## config.mk

```make
export PLATFORM = sky130hd
export DESIGN_NAME = sequential_list_engine
export DESIGN_NICKNAME = d
export VERILOG_FILES = /design/src/hw/rtl/sle_pkg.sv /design/src/hw/rtl/sle_store.sv /design/src/hw/rtl/sequential_list_engine.sv
export SDC_FILE = /design/constraint.sdc
export NUM_CORES = 2
export LEC_CHECK = 0
export BUFFER_PORTS_ARGS = -buffer_cell sky130_fd_sc_hd__buf_2
export CORE_ASPECT_RATIO = 1.2
export CORE_UTILIZATION = 50
export DETAILED_ROUTE_END_ITERATION = 10
export PLACE_DENSITY = 0.65
export SLEW_MARGIN = 0
export SYNTH_ARGS = -nofsm -noshare
export SYNTH_HDL_FRONTEND = slang
export SYNTH_SLANG_ARGS = --single-unit
```

## constraint.sdc

```tcl
create_clock -name clk_i -period 5.7 [get_ports clk_i]
set_clock_uncertainty 0.15 [all_clocks]
set_input_delay 0 -clock clk_i [delete_from_list [all_inputs] [get_ports clk_i]]
set_output_delay 0 -clock clk_i [all_outputs]
set_load 0.02 [all_outputs]
```

## src/hw/rtl/sle_pkg.sv

```systemverilog
// Shared types and constants for the sequential list engine.
`timescale 1ns / 1ps

package sle_pkg;

  localparam int unsigned SLE_CAPACITY = 64;

  localparam int unsigned IN_DATA_W  = 48;
  localparam int unsigned OUT_DATA_W = 56;

  localparam logic [1:0] FN_INSERT = 2'd0;
  localparam logic [1:0] FN_DELETE = 2'd1;
  localparam logic [1:0] FN_LOCATE = 2'd2;
  localparam logic [1:0] FN_READ   = 2'd3;

  localparam logic [1:0] STAT_OK      = 2'd0;
  localparam logic [1:0] STAT_RANGE   = 2'd1;
  localparam logic [1:0] STAT_FULL    = 2'd2;
  localparam logic [1:0] STAT_MISSING = 2'd3;

  typedef enum logic [2:0] {
    ST_IDLE,
    ST_INS,
    ST_INS_PUT,
    ST_DEL,
    ST_LOC,
    ST_RD,
    ST_DONE
  } state_e;

endpackage

```

## src/hw/rtl/sle_store.sv

```systemverilog
// Entry memory of the list engine: one write port and one registered read port.
`timescale 1ns / 1ps

module sle_store
  import sle_pkg::*;
#(
  parameter int unsigned CAPACITY = SLE_CAPACITY
) (
  input  logic                        clk_i,
  input  logic                        wr_en_i,
  input  logic [$clog2(CAPACITY)-1:0] wr_addr_i,
  input  logic [31:0]                 wr_data_i,
  input  logic                        rd_en_i,
  input  logic [$clog2(CAPACITY)-1:0] rd_addr_i,
  output logic [31:0]                 rd_data_o
);

  logic [31:0] mem [CAPACITY];
  logic [31:0] rd_data_q;

  always_ff @(posedge clk_i) begin
    if (wr_en_i) begin
      mem[wr_addr_i] <= wr_data_i;
    end
  end

  always_ff @(posedge clk_i) begin
    if (rd_en_i) begin
      rd_data_q <= mem[rd_addr_i];
    end
  end

  assign rd_data_o = rd_data_q;

endmodule

```

## src/hw/rtl/sequential_list_engine.sv

```systemverilog
// Top level of the sequential list engine: operation sequencer and result register.
//
//  channel   direction  tdata fields (lowest bit first)
//  s_axis    in         func[1:0], position[9:2], value[41:10], zero fill to 48
//  m_axis    out        status[1:0], found_position[9:2], read_value[41:10],
//                       list_length[49:42], zero fill to 56
//
// One item is taken at a time; the entry memory has one registered read port.
// A read goes through ST_RD, an insert through ST_INS once per entry moved and then ST_INS_PUT,
// a delete through ST_DEL once per entry moved, a locate through ST_LOC once per entry compared;
// all then reach ST_DONE, as a rejected item does at once, and ST_DONE loads the result register.
// A new item can follow even while that result waits on a stalled output; that item then
// holds its own result until the output frees. Reset empties the list; the memory is not cleared.
`timescale 1ns / 1ps

module sequential_list_engine
  import sle_pkg::*;
#(
  parameter int unsigned CAPACITY = SLE_CAPACITY
) (
  input  logic                  clk_i,
  input  logic                  rst_ni,
  input  logic                  s_axis_tvalid,
  output logic                  s_axis_tready,
  input  logic [IN_DATA_W-1:0]  s_axis_tdata,  // func, position, value
  output logic                  m_axis_tvalid,
  input  logic                  m_axis_tready,
  output logic [OUT_DATA_W-1:0] m_axis_tdata   // status, found_position, read_value, list_length
);

  localparam int unsigned AW = $clog2(CAPACITY);
  localparam int unsigned CW = $clog2(CAPACITY + 1);

  state_e state_q, state_d;

  logic [7:0]    pos_q, pos_d;
  logic [31:0]   val_q, val_d;
  logic [AW-1:0] k_q, k_d;
  logic [CW-1:0] cnt_q, cnt_d;
  logic [1:0]    st_q, st_d;
  logic [7:0]    found_q, found_d;
  logic [31:0]   rdval_q, rdval_d;

  logic                  out_valid_q, out_valid_d;
  logic [OUT_DATA_W-1:0] out_data_q, out_data_d;

  logic          wr_en, rd_en;
  logic [AW-1:0] wr_addr, rd_addr;
  logic [31:0]   wr_data, rd_data;

  logic [1:0]  in_func;
  logic [7:0]  in_pos, in_pos_m1, pos_m1;
  logic [31:0] in_val;
  logic [8:0]  pos9, cnt9;
  logic [7:0]  k8, cnt8;

  logic accept, ins_bad, ins_full, ins_move, pos_bad, del_move;
  logic ins_more, del_more, loc_hit, loc_more, out_free;

  assign in_func   = s_axis_tdata[1:0];
  assign in_pos    = s_axis_tdata[9:2];
  assign in_val    = s_axis_tdata[41:10];
  assign in_pos_m1 = in_pos - 8'd1;
  assign pos_m1    = pos_q - 8'd1;
  assign pos9      = {1'b0, in_pos};
  assign cnt9      = 9'(cnt_q);
  assign k8        = 8'(k_q);
  assign cnt8      = 8'(cnt_q);

  assign s_axis_tready = (state_q == ST_IDLE);
  assign accept        = s_axis_tvalid && s_axis_tready;

  assign ins_bad  = (in_pos == 8'd0) || (pos9 > cnt9 + 9'd1);
  assign ins_full = (cnt_q == CW'(CAPACITY));
  assign ins_move = (pos9 <= cnt9);
  assign pos_bad  = (in_pos == 8'd0) || (pos9 > cnt9);
  assign del_move = (pos9 < cnt9);
  assign ins_more = (k8 > pos_q);
  assign del_more = (k8 + 8'd1 < cnt8);
  assign loc_hit  = (rd_data == val_q);
  assign loc_more = (k8 + 8'd1 < cnt8);
  assign out_free = !out_valid_q || m_axis_tready;

  sle_store #(
    .CAPACITY(CAPACITY)
  ) u_store (
    .clk_i    (clk_i),
    .wr_en_i  (wr_en),
    .wr_addr_i(wr_addr),
    .wr_data_i(wr_data),
    .rd_en_i  (rd_en),
    .rd_addr_i(rd_addr),
    .rd_data_o(rd_data)
  );

  always_comb begin
    state_d = state_q;
    unique case (state_q)
      ST_IDLE: begin
        if (accept) begin
          unique case (in_func)
            FN_INSERT: begin
              if (ins_bad || ins_full) begin
                state_d = ST_DONE;
              end else if (ins_move) begin
                state_d = ST_INS;
              end else begin
                state_d = ST_INS_PUT;
              end
            end
            FN_DELETE: begin
              state_d = (!pos_bad && del_move) ? ST_DEL : ST_DONE;
            end
            FN_LOCATE: begin
              state_d = (cnt_q == '0) ? ST_DONE : ST_LOC;
            end
            FN_READ: begin
              state_d = pos_bad ? ST_DONE : ST_RD;
            end
            default: state_d = ST_DONE;
          endcase
        end
      end
      ST_INS:     state_d = ins_more ? ST_INS : ST_INS_PUT;
      ST_INS_PUT: state_d = ST_DONE;
      ST_DEL:     state_d = del_more ? ST_DEL : ST_DONE;
      ST_LOC:     state_d = (!loc_hit && loc_more) ? ST_LOC : ST_DONE;
      ST_RD:      state_d = ST_DONE;
      ST_DONE:    state_d = out_free ? ST_IDLE : ST_DONE;
      default:    state_d = ST_IDLE;
    endcase
  end

  always_comb begin
    wr_en       = 1'b0;
    wr_addr     = k_q;
    wr_data     = rd_data;
    rd_en       = 1'b0;
    rd_addr     = k_q;
    pos_d       = pos_q;
    val_d       = val_q;
    k_d         = k_q;
    cnt_d       = cnt_q;
    st_d        = st_q;
    found_d     = found_q;
    rdval_d     = rdval_q;
    out_valid_d = out_valid_q && !m_axis_tready;
    out_data_d  = out_data_q;
    unique case (state_q)
      ST_IDLE: begin
        if (accept) begin
          pos_d   = in_pos;
          val_d   = in_val;
          st_d    = STAT_OK;
          found_d = 8'd0;
          rdval_d = 32'd0;
          unique case (in_func)
            FN_INSERT: begin
              if (ins_bad) begin
                st_d = STAT_RANGE;
              end else if (ins_full) begin
                st_d = STAT_FULL;
              end else begin
                cnt_d = cnt_q + CW'(1);
                if (ins_move) begin
                  rd_en   = 1'b1;
                  rd_addr = AW'(cnt_q - CW'(1));
                  k_d     = AW'(cnt_q);
                end
              end
            end
            FN_DELETE: begin
              if (pos_bad) begin
                st_d = STAT_RANGE;
              end else begin
                cnt_d = cnt_q - CW'(1);
                if (del_move) begin
                  rd_en   = 1'b1;
                  rd_addr = in_pos[AW-1:0];
                  k_d     = in_pos_m1[AW-1:0];
                end
              end
            end
            FN_LOCATE: begin
              st_d = STAT_MISSING;
              if (cnt_q != '0) begin
                rd_en   = 1'b1;
                rd_addr = '0;
                k_d     = '0;
              end
            end
            FN_READ: begin
              if (pos_bad) begin
                st_d = STAT_RANGE;
              end else begin
                rd_en   = 1'b1;
                rd_addr = in_pos_m1[AW-1:0];
              end
            end
            default: st_d = STAT_RANGE;
          endcase
        end
      end
      ST_INS: begin
        wr_en   = 1'b1;
        wr_addr = k_q;
        wr_data = rd_data;
        if (ins_more) begin
          rd_en   = 1'b1;
          rd_addr = k_q - AW'(2);
          k_d     = k_q - AW'(1);
        end
      end
      ST_INS_PUT: begin
        wr_en   = 1'b1;
        wr_addr = pos_m1[AW-1:0];
        wr_data = val_q;
      end
      ST_DEL: begin
        wr_en   = 1'b1;
        wr_addr = k_q;
        wr_data = rd_data;
        if (del_more) begin
          rd_en   = 1'b1;
          rd_addr = k_q + AW'(2);
          k_d     = k_q + AW'(1);
        end
      end
      ST_LOC: begin
        if (loc_hit) begin
          st_d    = STAT_OK;
          found_d = k8 + 8'd1;
        end else if (loc_more) begin
          rd_en   = 1'b1;
          rd_addr = k_q + AW'(1);
          k_d     = k_q + AW'(1);
        end
      end
      ST_RD: begin
        rdval_d = rd_data;
      end
      ST_DONE: begin
        if (out_free) begin
          out_valid_d = 1'b1;
          out_data_d  = {6'd0, cnt8, rdval_q, found_q, st_q};
        end
      end
      default: begin
        wr_en = 1'b0;
      end
    endcase
  end

  always_ff @(posedge clk_i or negedge rst_ni) begin
    if (!rst_ni) begin
      state_q     <= ST_IDLE;
      cnt_q       <= '0;
      out_valid_q <= 1'b0;
    end else begin
      state_q     <= state_d;
      cnt_q       <= cnt_d;
      out_valid_q <= out_valid_d;
    end
  end

  always_ff @(posedge clk_i) begin
    pos_q      <= pos_d;
    val_q      <= val_d;
    k_q        <= k_d;
    st_q       <= st_d;
    found_q    <= found_d;
    rdval_q    <= rdval_d;
    out_data_q <= out_data_d;
  end

  assign m_axis_tvalid = out_valid_q;
  assign m_axis_tdata  = out_data_q;

endmodule
```

==> results.py <==
metrics = {
    "drt": {
        "drt-wirelength-per-cell_um": 29.2,
        "vias": 60000,
        "drt-total-wl_um": 286000,
        "drtAntennaViolNets": 0,
        "drt_pass1_iterations": 8,
        "post-route-drc-count": 0,
        "detail_route.iter0.violations": 8372,
        "viasPerCell": 6.12,
    },
    "critical_path": {
        "path_depth": 17,
        "worst_setup_path_endpoint": "u_store.rd_data_o[31]",
        "critical_path_arrival_ns": 6.12,
        "critPathLaunchType": "register",
        "timing.critical_path.from": "k_q[1]",
        "setup.worst_path.end_class": "register",
        "reg2reg_depth": 17,
        "cp_cell_sequence": "ha_1 > and3_1 > and3_1 > ha_1 > a2111o_1 > o22ai_2 > mux2_2 > a311o_1 > o41a_1 > o21a_4 > buf_4 > mux2i_1 > mux4_2 > a22oi_1 > buf_4 > nand4b_1 > a211oi_1",
        "worst_path_max_stage_delay_ns": 0.54,
        "required_time_of_the_worst_setup_path_ns": 6.24,
        "criticalPathCategory": "register to register",
        "r2r_setup_slack_ns": 0.12,
        "crit_path_top_delay_cell": "mux4_2",
        "critical_path.max_fanout": 8,
        "critical-path-top-delay-family": "compound AO/OA/AOI/OAI gates",
        "rr_startpoint": "k_q[1]",
        "path_buf_inv": 2,
        "endpoint_of_the_worst_slack_reg_to_reg_timing_path": "u_store.rd_data_o[31]",
    },
    "timing": {
        "finalCritPeriodShare": 0.979,
        "timing.final.hold_violations": 0,
        "setup_viol": 0,
        "min_period_ns": 5.58,
        "maxClockFrequency_mhz": 179,
        "worst_slew_margin_rel": 0.117,
        "timing_max_transition_violations_final": 0,
        "tightest_slew_ns": 1.31,
        "rsz_0062_raised_after_global_routing": "true",
    },
    "floorplanning": {
        "design.die.area_um2": 183000,
        "fp.coreArea_um2": 180000,
        "start_util": 0.505,
        "vertical_die_dimension_um": 469,
        "io_pins": 110,
        "dieWidth_um": 391,
        "std_cell_rows": 170,
    },
    "grt": {
        "globalRouteMet2Util": 0.487,
        "remaining_overflow_grt": 0,
        "globalRoute.busiestLayer": "met2",
        "antenna_found_initial": 26,
        "vias_in_the_first_global_route": 57300,
        "globalRouteMet3Util": 0.0612,
        "grt_pass1_wl_um": 406000,
        "grt.met1_usage": 0.404,
        "largest_net_degree_at_the_start_of_global_routing": 88,
        "grtUsageTotal": 0.310,
    },
    "final_layout": {
        "nNetsFinal": 7279,
        "layout.cell_area.non_filler_um2": 105000,
        "areaGrowthSynthToFinish_pct": 16.3,
        "layout-drive-gt1-share": 0.146,
    },
    "cts": {
        "cts_max_level": 4,
        "path_clk_slew_ns": 0.06,
        "numClockSinks": 2226,
        "clock_insertion_delay_worst_skew_ns": 0.87,
        "tritoncts": "yes",
        "clk_path_buf_depth": 3,
        "cts.root.buffer_cell": "clkbuf_16",
        "cts_inserted_buffers": 208,
    },
    "logic_synthesis": {
        "post-synth-top-count-cell": "edfxtp_1",
        "synthAdderAreaFrac": 0.00552,
        "synth-xor-area-share": 0.00598,
        "synth_largest_type_area_fraction": 0.733,
        "synth_edf_count": 2215,
        "combinational_family_with_the_most_area_after_synthesis": "simple AND/OR/NAND/NOR gates",
        "postSynthAreaPerCell_um2": 13.6,
        "yosysWarnings": 0,
        "async_reset_ff_frac": 0.00494,
        "ys_top_cells_by_count": "edfxtp_1 (2,215), nand2_1 (1,784), nand3_1 (568), mux2i_1 (223), and3_1 (217)",
        "ys.flop_type": "edfxtp_1",
        "proportion_of_synthesized_area_in_mux_cells": 0.0327,
        "synth_compound_gate_area_share": 0.0555,
        "synth.top_cells.by_area": "edfxtp_1 (73%), nand2_1 (7.4%), nand3_1 (3.1%), mux2i_1 (2.5%), and3_1 (1.5%)",
        "synth-seq-cells": 2226,
        "post-synth-top-area-cell": "edfxtp_1",
        "synth-simple-area-share": 0.140,
        "mappedNetlistArea_um2": 90700,
        "netlist-cell-type-count": 94,
        "syn-instance-count": 6691,
        "ys_seq_area_frac": 0.736,
    },
    "flow_run": {
        "max-cap-violations": 0,
    },
    "outcome": {
        "run_status": "complete, no violations",
    },
    "place": {
        "port_buffers": 95,
        "routabilityCongestion": 0.940,
        "placed_area_um2": 97700,
        "dp.final_hpwl_um": 178000,
    },
    "min_path": {
        "type_of_the_worst_min_delay_path": "input pin to register",
    },
}
==> what timing repair did <==
item	CTS	global route
buffers inserted	5	2
hold endpoints to repair	86	0
resized for setup	1	26
gates cloned	0	1
pin swaps	1	2
setup endpoints to repair	4	32
hold buffers	89	0
==> cells in the final DEF (no fill, tap or decap), types with 24 or more instances in the layout <==
cell type,count
buf_2,96
nand2_1,1783
diode_2,38
and2_1,42
clkinv_2,34
a311oi_1,68
mux2i_1,222
inv_1,28
ha_1,40
buf_4,426
clkinv_1,60
edfxtp_1,2215
o211ai_1,26
a22oi_1,24
nor2_4,68
clkbuf_1,42
and3_1,216
clkbuf_16,212
a31oi_1,117
o21ai_0,55
mux2_2,44
nand3_1,565
dlygate4sd3_1,89
buf_12,87
nor3_1,28
xor2_1,39
a211oi_1,35
a21oi_1,208
nor2_1,57
==> worst min-delay path by stage <==
stage,from,end,slack (ns),cells after the start
5_1_grt,s_axis_tvalid,state_q[0],0.07,4
3_5_place_dp,rst_ni,m_axis_tvalid,-0.23,1
6_report,s_axis_tvalid,state_q[1],0.07,4
4_1_cts,s_axis_tvalid,state_q[1],0.03,4
3_3_place_gp,rst_ni,m_axis_tvalid,-0.23,1
2_1_floorplan,rst_ni,cnt_q[0],-0.45,0
==> worst min-delay path: stages <==
cell and delay (ns):
dlygate4sd3_1 0.53, buf_2 0.20, o22ai_1 0.23, a21oi_1 0.07
==> cell families after synthesis <==
kind of cell / Yosys count
AOI/OAI and AO/OA: 730
xor gates and xnor gates: 62
adders and majority gates: 40
buffers and inverters: 454
DFF: 2226
muxes: 281
other: 1
and+or+nand+nor: 2897
==> layout make-up <==
cell class | instances | area [µm²]
fill | 13800 | 74000
clock buffer | 253 | 5440
antenna | 38 | 95.1
clock inverter | 129 | 1120
timing repair buffer | 701 | 6370
inverter | 32 | 120
multi-input combinational | 4018 | 22500
sequential | 2226 | 66800
tap | 2408 | 3010
==> sequential cells by signal, indices dropped and copies added (netlist names) <==
signal             count
u_store.mem         2048
m_axis_tdata          48
rdval_q               32
u_store.rd_data_o     32
val_q                 32
pos_q                  8
cnt_q                  7
found_q                7
k_q                    6
state_q                3
st_q                   2
m_axis_tvalid          1
==> per-layer routing <==
metal	part of all wire	routed length (µm)
met1	0.37	106000
met2	0.46	133000
met3	0.10	29600
met4	0.063	18000
met5	0.00017	48
==> per-stage QoR <==
step	instances	hold slack (ns)	setup WS (ns)	TNS [ns]	utilization
2_1_floorplan	6698	-0.446	0.901	0	-
3_3_place_gp	9286	-0.234	-1.15	-1.97	0.544
3_5_place_dp	9288	-0.233	-0.221	-0.347	0.544
4_1_cts	9764	0.0295	0.00256	0	0.586
5_1_grt	9801	0.0656	-0.0759	-0.162	0.588
6_report	9805	0.0682	0.117	0	0.588
Power is not shown: default switching activity piles up to over one toggle a cycle in this logic, so the estimate is an artifact.
